File: config.mk
export PLATFORM = sky130hd
export DESIGN_NAME = telemetry_frame_packer_crc16
export DESIGN_NICKNAME = d
export VERILOG_FILES = /design/src/hw/rtl/tfp_pkg.sv /design/src/hw/rtl/telemetry_frame_packer_crc16.sv /design/src/hw/rtl/tfp_front.sv /design/src/hw/rtl/tfp_back.sv
export VERILOG_INCLUDE_DIRS = /design/src /design/src/hw/rtl
export SDC_FILE = /design/constraint.sdc
export NUM_CORES = 1
export LEC_CHECK = 0
export ABC_AREA = 1
export BUFFER_PORTS_ARGS = -buffer_cell sky130_fd_sc_hd__buf_2
export CAP_MARGIN = 0
export CORE_UTILIZATION = 29
export CTS_CLUSTER_DIAMETER = 120
export DETAILED_ROUTE_END_ITERATION = 10
export PLACE_DENSITY = 0.43
export REMOVE_ABC_BUFFERS = 1
export SYNTH_ARGS = -nofsm -noshare
export SYNTH_HDL_FRONTEND = slang
export SYNTH_SLANG_ARGS = --single-unit
File: constraint.sdc
create_clock -name clk -period 23.5 [get_ports clk]
set_input_delay 7.05 -clock clk [delete_from_list [all_inputs] [get_ports clk]]
set_output_delay 7.05 -clock clk [all_outputs]
set_load 0.01 [all_outputs]
File: src/hw/rtl/telemetry_frame_packer_crc16_assert.svh
// Assertion macros shared by the frame packer modules.
`ifndef TELEMETRY_FRAME_PACKER_CRC16_ASSERT_SVH
`define TELEMETRY_FRAME_PACKER_CRC16_ASSERT_SVH

// Checked on every clock edge outside of reset.
`define TFP_ASSERT(lbl, prop, msg) \
  lbl: assert property (@(posedge clk) disable iff (rst) prop) else $error(msg);

// Checked on every clock edge, reset included.
`define TFP_ASSERT_ALWAYS(lbl, prop, msg) \
  lbl: assert property (@(posedge clk) prop) else $error(msg);

`endif

File: src/hw/rtl/tfp_pkg.sv
// Types, constants and helper functions of the telemetry frame packer.
`timescale 1ns / 1ps
package tfp_pkg;

  localparam int PAYLOAD_LEN = 19;
  localparam int FRAME_LEN   = 24;
  localparam int IDX_W       = $clog2(FRAME_LEN);

  localparam logic [7:0]  SYNC_BYTE0  = 8'h55;
  localparam logic [7:0]  SYNC_BYTE1  = 8'hAA;
  localparam logic [7:0]  LEN_BYTE    = 8'(PAYLOAD_LEN);
  localparam logic [15:0] CRC_INIT    = 16'hFFFF;
  localparam logic [15:0] CRC_POLY    = 16'h1021;
  localparam logic [15:0] CRC_MSB     = 16'h8000;

  // Byte positions within the frame.
  localparam logic [IDX_W-1:0] IDX_SYNC0    = IDX_W'(0);
  localparam logic [IDX_W-1:0] IDX_SYNC1    = IDX_W'(1);
  localparam logic [IDX_W-1:0] IDX_LEN      = IDX_W'(2);
  localparam logic [IDX_W-1:0] IDX_PL_FIRST = IDX_W'(3);
  localparam logic [IDX_W-1:0] IDX_PL_LAST  = IDX_W'(3 + PAYLOAD_LEN - 1);
  localparam logic [IDX_W-1:0] IDX_CRC_LO   = IDX_W'(3 + PAYLOAD_LEN);
  localparam logic [IDX_W-1:0] IDX_CRC_HI   = IDX_W'(FRAME_LEN - 1);

  typedef struct packed {
    logic [31:0]        timestamp_ms;
    logic [31:0]        freq_hz_x1e4;
    logic [15:0]        tau_ms;
    logic signed [31:0] diode_microvolts;
    logic [7:0]         conv_gain;
    logic [7:0]         status_flags;
    logic signed [15:0] ppm_correction_x1e2;
    logic [7:0]         measure_mode;
  } rec_t;

  typedef struct packed {
    logic [7:0] out_byte;
    logic       last_byte;
  } beat_t;

  typedef logic [PAYLOAD_LEN-1:0][7:0] payload_t;

  // Little-endian payload layout of one record.
  function automatic payload_t pack_payload(rec_t r);
    payload_t p;
    p[0]  = r.timestamp_ms[7:0];
    p[1]  = r.timestamp_ms[15:8];
    p[2]  = r.timestamp_ms[23:16];
    p[3]  = r.timestamp_ms[31:24];
    p[4]  = r.freq_hz_x1e4[7:0];
    p[5]  = r.freq_hz_x1e4[15:8];
    p[6]  = r.freq_hz_x1e4[23:16];
    p[7]  = r.freq_hz_x1e4[31:24];
    p[8]  = r.tau_ms[7:0];
    p[9]  = r.tau_ms[15:8];
    p[10] = r.diode_microvolts[7:0];
    p[11] = r.diode_microvolts[15:8];
    p[12] = r.diode_microvolts[23:16];
    p[13] = r.diode_microvolts[31:24];
    p[14] = r.conv_gain;
    p[15] = r.status_flags;
    p[16] = r.ppm_correction_x1e2[7:0];
    p[17] = r.ppm_correction_x1e2[15:8];
    p[18] = r.measure_mode;
    return p;
  endfunction

  // One byte of CRC-16/CCITT-FALSE, MSB first.
  function automatic logic [15:0] crc_byte(logic [15:0] crc_in, logic [7:0] data);
    logic [15:0] c;
    c = crc_in ^ {data, 8'h00};
    for (int b = 0; b < 8; b++) begin
      if ((c & CRC_MSB) != 16'h0000) begin
        c = {c[14:0], 1'b0} ^ CRC_POLY;
      end else begin
        c = {c[14:0], 1'b0};
      end
    end
    return c;
  endfunction

endpackage

File: src/hw/rtl/telemetry_frame_packer_crc16.sv
// Top level of the telemetry frame packer with CRC-16/CCITT-FALSE.
`timescale 1ns / 1ps
// The block turns each measurement record into a 24-byte binary frame:
// sync bytes 0x55 and 0xAA, a length byte of 19, the 19-byte little-endian
// payload, then the CRC-16/CCITT-FALSE of the payload, low byte first.
// Input side: a record beat is taken on a clock edge where push is high
// and full is low. A two-record queue in the front end holds the laid-out
// payloads, one of them the frame going out, so one more record can be
// taken while a frame is going out.
// Output side: one frame byte per beat; the oldest byte sits on beat while
// empty is low and leaves on an edge where pop is high. last_byte marks the
// final CRC byte of each frame.
// A record taken into an idle block is first written into the front-end
// queue; its first frame byte is then loaded into the output register.
// Throughput: one byte per cycle while pop is held high and a record is
// queued; the serializer has one byte lane and folds in the CRC bytewise.
// When the receiver stalls, the byte waiting in the output register holds
// and the serializer pauses; the front end keeps filling its queue until
// full rises. Reset (synchronous, active high) empties both the queue and
// the output register and restarts framing at the first sync byte.
module telemetry_frame_packer_crc16
  import tfp_pkg::*;
(
  input  logic  clk,
  input  logic  rst,
  input  logic  push,
  output logic  full,
  input  rec_t  rec,
  output logic  empty,
  input  logic  pop,
  output beat_t beat
);

  logic     head_vld;
  payload_t head;
  logic     head_pop;

  // Front end: accept and lay out records.
  tfp_front u_front (
    .clk      (clk),
    .rst      (rst),
    .push     (push),
    .full     (full),
    .rec      (rec),
    .head_vld (head_vld),
    .head     (head),
    .head_pop (head_pop)
  );

  // Back end: emit framed bytes with the running CRC.
  tfp_back u_back (
    .clk      (clk),
    .rst      (rst),
    .head_vld (head_vld),
    .head     (head),
    .head_pop (head_pop),
    .empty    (empty),
    .pop      (pop),
    .beat     (beat)
  );

endmodule

File: src/hw/rtl/tfp_front.sv
// Front end: accepts records, lays out their payload and queues them.
`timescale 1ns / 1ps
`include "telemetry_frame_packer_crc16_assert.svh"
module tfp_front
  import tfp_pkg::*;
(
  input  logic     clk,
  input  logic     rst,
  input  logic     push,
  output logic     full,
  input  rec_t     rec,
  output logic     head_vld,
  output payload_t head,
  input  logic     head_pop
);

  payload_t   slots [2];
  logic       wr_ptr;
  logic       rd_ptr;
  logic [1:0] count;
  logic       push_fire;
  logic       pop_fire;

  assign full      = (count == 2'd2);
  assign head_vld  = (count != 2'd0);
  assign head      = slots[rd_ptr];
  assign push_fire = push && !full;
  assign pop_fire  = head_pop && head_vld;

  always_ff @(posedge clk) begin
    if (push_fire) begin
      slots[wr_ptr] <= pack_payload(rec);
    end
  end

  always_ff @(posedge clk) begin
    if (rst) begin
      wr_ptr <= 1'b0;
      rd_ptr <= 1'b0;
      count  <= 2'd0;
    end else begin
      if (push_fire) begin
        wr_ptr <= !wr_ptr;
      end
      if (pop_fire) begin
        rd_ptr <= !rd_ptr;
      end
      if (push_fire && !pop_fire) begin
        count <= count + 2'd1;
      end else if (pop_fire && !push_fire) begin
        count <= count - 2'd1;
      end
    end
  end

  `TFP_ASSERT(a_count_range, count <= 2'd2, "front queue count out of range")
  `TFP_ASSERT(a_count_ptrs, (count == 2'd1) |-> (wr_ptr != rd_ptr),
              "front queue pointers disagree with count")

endmodule

File: src/hw/rtl/tfp_back.sv
// Back end: serializes the queued payload into frame beats with the CRC.
`timescale 1ns / 1ps
`include "telemetry_frame_packer_crc16_assert.svh"
module tfp_back
  import tfp_pkg::*;
(
  input  logic     clk,
  input  logic     rst,
  input  logic     head_vld,
  input  payload_t head,
  output logic     head_pop,
  output logic     empty,
  input  logic     pop,
  output beat_t    beat
);

  logic [IDX_W-1:0] idx;
  logic [15:0]      crc;
  logic             obuf_vld;
  beat_t            obuf;
  logic             load;
  logic             in_payload;
  logic [IDX_W-1:0] pl_idx;
  logic [7:0]       cur_byte;

  assign empty = !obuf_vld;
  assign beat  = obuf;
  assign load  = head_vld && (!obuf_vld || pop);
  assign head_pop = load && (idx == IDX_CRC_HI);

  assign in_payload = (idx inside {[IDX_PL_FIRST:IDX_PL_LAST]});
  assign pl_idx     = idx - IDX_PL_FIRST;

  always_comb begin
    case (idx)
      IDX_SYNC0:  cur_byte = SYNC_BYTE0;
      IDX_SYNC1:  cur_byte = SYNC_BYTE1;
      IDX_LEN:    cur_byte = LEN_BYTE;
      IDX_CRC_LO: cur_byte = crc[7:0];
      IDX_CRC_HI: cur_byte = crc[15:8];
      default:    cur_byte = in_payload ? head[pl_idx] : 8'h00;
    endcase
  end

  always_ff @(posedge clk) begin
    if (rst) begin
      idx      <= IDX_SYNC0;
      crc      <= CRC_INIT;
      obuf_vld <= 1'b0;
    end else begin
      if (load) begin
        obuf_vld <= 1'b1;
        if (idx == IDX_CRC_HI) begin
          idx <= IDX_SYNC0;
          crc <= CRC_INIT;
        end else begin
          idx <= idx + IDX_W'(1);
          if (in_payload) begin
            crc <= crc_byte(crc, cur_byte);
          end
        end
      end else if (pop) begin
        obuf_vld <= 1'b0;
      end
    end
  end

  always_ff @(posedge clk) begin
    if (load) begin
      obuf.out_byte  <= cur_byte;
      obuf.last_byte <= (idx == IDX_CRC_HI);
    end
  end

  `TFP_ASSERT_ALWAYS(a_idx_range, rst || (idx <= IDX_CRC_HI), "byte index out of frame")
  `TFP_ASSERT(a_crc_fresh, (idx == IDX_SYNC0) |-> (crc == CRC_INIT),
              "CRC not reseeded at frame start")
  `TFP_ASSERT(a_last_wraps, (load && idx == IDX_CRC_HI) |=> (idx == IDX_SYNC0 && obuf.last_byte),
              "last beat did not close the frame")

endmodule
==> out/results.tsv, run 1 <==
metric	value	unit
status	finished clean	
critical_path_class	in2reg	
areaGrowthSynthToFinish	17.51	%
setup_ws	14.54	ns
insertion_delay	0.55	ns
slew_headroom	30.11	%
finalHoldViolCount	0	
grt_antenna_before_repair	5	
start_util	29.46	%
fin_nets	1735	
ctsHoldBuffers	0	
ff2ff_setup_slack	19.40	ns
cap_viol_max_count	0	
routedWlPerCell	17.88	um
slowest_delay	0.72	ns
die_w	227.8	um
grt_overflow	0	
core	50170	um2
report.final.slew_viol_count	0	
layout_min_cycle_time	8.962	ns
final_common_cell	nand2_1	
ys_top_cells_by_area	edfxtp_1 64%, nand2_1 11%, nand3_1 6.2%	
worstPathArrival	9.39	ns
cts_setup_buffers	0	
dp_slack	13.97	ns
rr_worst_depth	21	
routed_wl	40680	um
dieArea	51880	um2
dr.pass1.iters	5	
ys_seq_area_share	67.24	%
setup-violations-final	0	
synth-simple-area-share	21.64	%
setup.worst_path.start_class	primary input	
cts_tree	yes	
fin_setup_tns	0	ns
cts_resized	0	
cp_slowest_cell	a21oi_2	
avgSynthCellArea	10.44	um2
fillers	5041	
synth_compound_area_share	4.689	%
io_pins	167	
path_cells	buf_2 -> nor2_1 -> a21oi_2 -> inv_1 -> nor2_1 -> inv_1 -> ha_1 -> a21oi_1 -> o21ai_0 -> o21ai_0 -> a21oi_1	
share_comb_of_total_power	13.6	%
fin_crit_sh	38.14	%
drc	0	
worstHoldPathType	reg2reg	
p_sw_share	26.41	%
rsz0062_at_grt	no	
dp_hpwl	24050	um
drive_above_1_share	16.75	%
synth_xor_area_share	0.3047	%
cts.sinks	340	
grtUsageTotal	15.59	%
die_h	227.8	um
multi_input_area	4029	um2
synthDistinctLibCells	31	
max_freq	111.6	MHz
grt_max_degree	94	
vias	10280	
dp_cells	2202	
ys_ff_latch	340	
clockBufferDepth	3	
path_clk_slew	0.06	ns
endpoint_kind	register	
p_sw	0.3995	mW
cts_htree_levels	2	
seq_area	9947	um2
p_leak	7.052	nW
final-instance-count-excl-fill	2275	
synth_area	14780	um2
powerDensity	87.09	nW/um2
synthAdderAreaFrac	0.5079	%
tightest_slew	1.048	ns
grt_pass1_vias	10230	
postRouteAntennaNets	0	
p_int	1.113	mW
viasPerCell	4.518	
worst_ep_required_time	23.93	ns
rows	82	
synth.largest_area_cell	edfxtp_1	
root_buffer	clkbuf_16	
final_cell_mix	424 x nand2_1, 313 x edfxtp_1, 183 x nand3_1, 166 x buf_2, 135 x nor2_1	
synth.top_cell.area_share	63.59	%
yosysWarnings	0	
grt_pass1_wl	61710	um
holdPathStages	1	
synthCells	1416	
gp_congestion	0.8143	
finClkSkew	0.01968	ns
drt-initial-drc-count	643	
worstPathMaxFanout	16	
power_frac_seq	48.0	%
numCtsBuffers	41	
port_buffers	166	
vdd_drop_max	50.17	uV
synth_top_family_by_area	simple AND/OR/NAND/NOR gates	
p_clk_share	38.4	%
synthMuxAreaShare	0	%
-- path summary, 6_finish.rpt --
check                       from               end
hold / removal    u_front.rd_ptr          register
setup reg to reg        register    u_back.crc[14]
hold reg to reg   u_front.rd_ptr          register
setup / recovery             pop  u_front.count[1]
-- area by class of cell --
| type | count | share of cell area (%) |
|---|---|---|
| antenna | 3 | 0.04322 |
| clock buffer | 50 | 6.101 |
| clock inverter | 20 | 0.8211 |
| inverter | 110 | 2.391 |
| multi-input combinational | 901 | 23.19 |
| sequential | 340 | 57.26 |
| tap | 672 | 4.840 |
| timing repair buffer | 179 | 5.345 |
-- worst max-delay path, delay by kind of cell --
| family | cells | cell delay (ns) |
|---|---|---|
| adders and majority gates | 1 | 0.33 |
| buffers and inverters | 3 | 0.44 |
| AOI/OAI and AO/OA | 5 | 1.15 |
| and+or+nand+nor | 2 | 0.40 |
-- metal layers --
| layer | global-route usage (%) | wire (um) | vias up |
|---|---|---|---|
| met4 | 4.033 | 709 | 2 |
| met3 | 3.513 | 1849 | 58 |
| li1 | - | - | 5106 |
| met2 | 24.60 | 18660 | 201 |
| met1 | 21.54 | 19450 | 4911 |
| met5 | 0 | 12 | - |
-- registers in the layout, summed over array words and instances, names as in the netlist, named ones only --
| signal | flops |
|---|---|
| u_front.count | 2 |
| u_back.obuf_vld | 1 |
| u_front.slots | 304 |
| u_front.rd_ptr | 1 |
| u_back.beat | 9 |
| u_back.idx | 5 |
| u_front.wr_ptr | 1 |
| u_back.crc | 16 |
-- through the flow --
step           hold slack, ns  utilization (%)  power (mW)  area, um2
2_1_floorplan          0.4260                -      0.8684      14370
3_3_place_gp           0.4304            32.21      0.9486      16160
3_5_place_dp           0.4456            32.21      0.9495      16160
4_1_cts                0.4584            34.61       1.536      17360
5_1_grt                0.4891            34.61       1.585      17360
6_report               0.4668            34.62       1.513      17370
-- power groups by stage --
stage                     Sequential (mW)  Clock, mW  Combinational [mW]
after floorplan                     0.747          0               0.121
after global routing                0.731      0.620               0.234
after detailed placement            0.739          0               0.210
after CTS                           0.727      0.598               0.211
after global placement              0.739          0               0.210
final                               0.726      0.581               0.205
-- cells in the mapped netlist, drive strengths merged --
master	count
o22ai	8
edfxtp	313
dfxtp	27
nand4	2
a221oi	8
clkbuf	12
o31ai	8
ha	6
nand3	183
xor2	3
o21ai	79
a211oi	1
nand2	438
buf	53
a21oi	16
nor3	4
o211ai	3
nor2	140
inv	110
nand3b	2
-- logic make-up (layout without fill, tap and decap cells) --
| logic type | Yosys count | in the layout |
|---|---|---|
| and+or+nand+nor | 769 | 769 |
| DFF | 340 | 340 |
| buffers and inverters | 175 | 359 |
| AOI/OAI and AO/OA | 123 | 123 |
| adders and majority gates | 6 | 6 |
| xor gates and xnor gates | 3 | 3 |
| other | 0 | 3 |
Power figures use the tool's default switching activity.
==> run 2: changes to the inputs <==
==> constraint.sdc (replaced) <==
create_clock -name clk -period 8.6 [get_ports clk]
set_input_delay 2.58 -clock clk [delete_from_list [all_inputs] [get_ports clk]]
set_output_delay 2.58 -clock clk [all_outputs]
set_load 0.01 [all_outputs]
==> out/results.tsv, run 2 (synthesis gave the netlist of run 1 again) <==
metric	value	unit	change
p_sw	1.107	mW	+180%
fin_crit_sh	55.06	%	
worstPathMaxFanout	56		+40
vias	10450		+1.6%
cts_resized	0		unchanged
worstHoldPathType	reg2reg		
layout_min_cycle_time	4.735	ns	
final_cell_mix	424 x nand2_1, 313 x edfxtp_1, 183 x nand3_1, 166 x buf_2, 135 x nor2_1		
final-instance-count-excl-fill	2276		+0.044%
setup-violations-final	0		unchanged
grt_max_degree	82		-13%
tightest_slew	1.020	ns	-0.02796 ns
die_w	227.8	um	unchanged
areaGrowthSynthToFinish	17.99	%	
drive_above_1_share	17.04	%	+0.29 points
vdd_drop_max	114.0	uV	+130%
powerDensity	239.9	nW/um2	+180%
critical_path_class	reg2reg		
slew_headroom	31.97	%	+1.9 points
rsz0062_at_grt	no		
routed_wl	40550	um	-0.32%
fin_nets	1734		-0.058%
endpoint_kind	register		
numCtsBuffers	40		-2.4%
io_pins	167		unchanged
dp_slack	3.755	ns	-10.22 ns
dr.pass1.iters	5		unchanged
postRouteAntennaNets	0		unchanged
ctsHoldBuffers	0		unchanged
grt_antenna_before_repair	5		unchanged
rows	82		unchanged
finClkSkew	0.02305	ns	+0.003372 ns
die_h	227.8	um	unchanged
largest_register_ffs	304		unchanged
fin_setup_tns	0	ns	unchanged
report.final.slew_viol_count	0		unchanged
hold-worst-slack	0.4644	ns	-0.002392 ns
p_clk_share	39.5	%	+1.1 points
core	50170	um2	unchanged
path_clk_slew	0.06	ns	about the same
status	finished clean		
viasPerCell	4.590		+1.6%
cts.sinks	340		unchanged
r2r_start	u_back.idx[0]		
gp_congestion	0.8359		+2.7%
worst_ep_required_time	9.05	ns	-14.88 ns
power_frac_seq	47.4	%	-0.6 points
grt_pass1_wl	62030	um	+0.52%
hp-start	u_front.rd_ptr		
p_sw_share	26.45	%	+0.044 points
grt_pass1_vias	10360		+1.3%
share_comb_of_total_power	13.1	%	-0.5 points
grtUsageTotal	15.59	%	about the same
ff2ff_setup_slack	3.86	ns	-15.54 ns
p_leak	7.093	nW	+0.59%
port_buffers	166		unchanged
start_util	29.46	%	unchanged
cts_setup_buffers	0		unchanged
cap_viol_max_count	0		unchanged
insertion_delay	0.57	ns	+0.02 ns
setup_ws	3.865	ns	-10.67 ns
drt-initial-drc-count	712		+11%
dp_hpwl	24470	um	+1.8%
cts_tree	yes		
max_freq	211.2	MHz	
worstSetupStartpoint	u_back.idx[0]		
final_common_cell	nand2_1		
setup.worst_path.start_class	register		
root_buffer	clkbuf_16		
worstPathArrival	5.18	ns	-4.21 ns
clockBufferDepth	3		unchanged
finalHoldViolCount	0		unchanged
top_register	u_front.slots		
p_int	3.077	mW	+180%
fillers	5069		+0.56%
dp_cells	2202		unchanged
grt_overflow	0		unchanged
power.total	4.184	mW	+180%
cts_htree_levels	2		unchanged
routedWlPerCell	17.82	um	-0.36%
dieArea	51880	um2	unchanged
drc	0		unchanged
run 2: final cells by class:
| cell class | count | area [um2] | share of cell area (%) |
|---|---|---|---|
| Antenna cell | 2 | 5.005 | 0.02870 |
| Clock inverter | 25 | 226.5 | 1.299 |
| Clock buffer | 47 | 1049 | 6.012 |
| Inverter | 110 | 415.4 | 2.382 |
| Tap cell | 672 | 840.8 | 4.821 |
| Multi-Input combinational cell | 901 | 4029 | 23.10 |
| Timing Repair Buffer | 179 | 928.4 | 5.323 |
| Sequential cell | 340 | 9947 | 57.03 |
run 2: worst max-delay path: stages, from the launching register on:
cell,delay [ns]
dfxtp_4,0.74
inv_2,0.04
buf_4,0.39
ha_2,1.08
inv_2,0.66
nand3_1,0.25
nand2_1,0.08
nand2_1,0.10
nand3_1,0.09
nand2_1,0.12
nand2_1,0.06
nand2_1,0.14
nand2_2,0.09
nand2_2,0.11
nand2_1,0.07
nand2_2,0.11
nand2_1,0.10
nand3_1,0.09
nand3_1,0.08
nand2_1,0.07
nand2_1,0.06
run 2: metal layers:
metal  GRT usage (%)  vias up  part of all wire [%]
met1           21.53     5039                    47
met2           24.70      236                    46
li1                -     5110                     -
met4           4.772        4                   2.1
met5               0        -                 0.059
met3           2.963       58                   4.9
run 2: worst paths after layout:
path / endpoint / cells past startpoint
worst max register to register: u_back.crc[5] / 20
worst max-delay path: u_back.crc[5] / 20
worst min register to register: register / 1
worst min-delay path: register / 1
run 2: power by group through the flow:
stage	Combinational, mW	Clock [mW]	Sequential [mW]
global placement	0.557	0	2.02
floorplan	0.332	0	2.04
global route	0.623	1.76	1.99
CTS	0.565	1.70	1.99
finish	0.548	1.65	1.98
detailed placement	0.563	0	2.02
run 2: stage by stage:
| stage | util (%) | area, um2 |
|---|---|---|
| after floorplan | - | 14370 |
| after global placement | 32.21 | 16160 |
| after detailed placement | 32.21 | 16160 |
| after CTS | 34.75 | 17440 |
| after global routing | 34.76 | 17440 |
| final | 34.76 | 17440 |
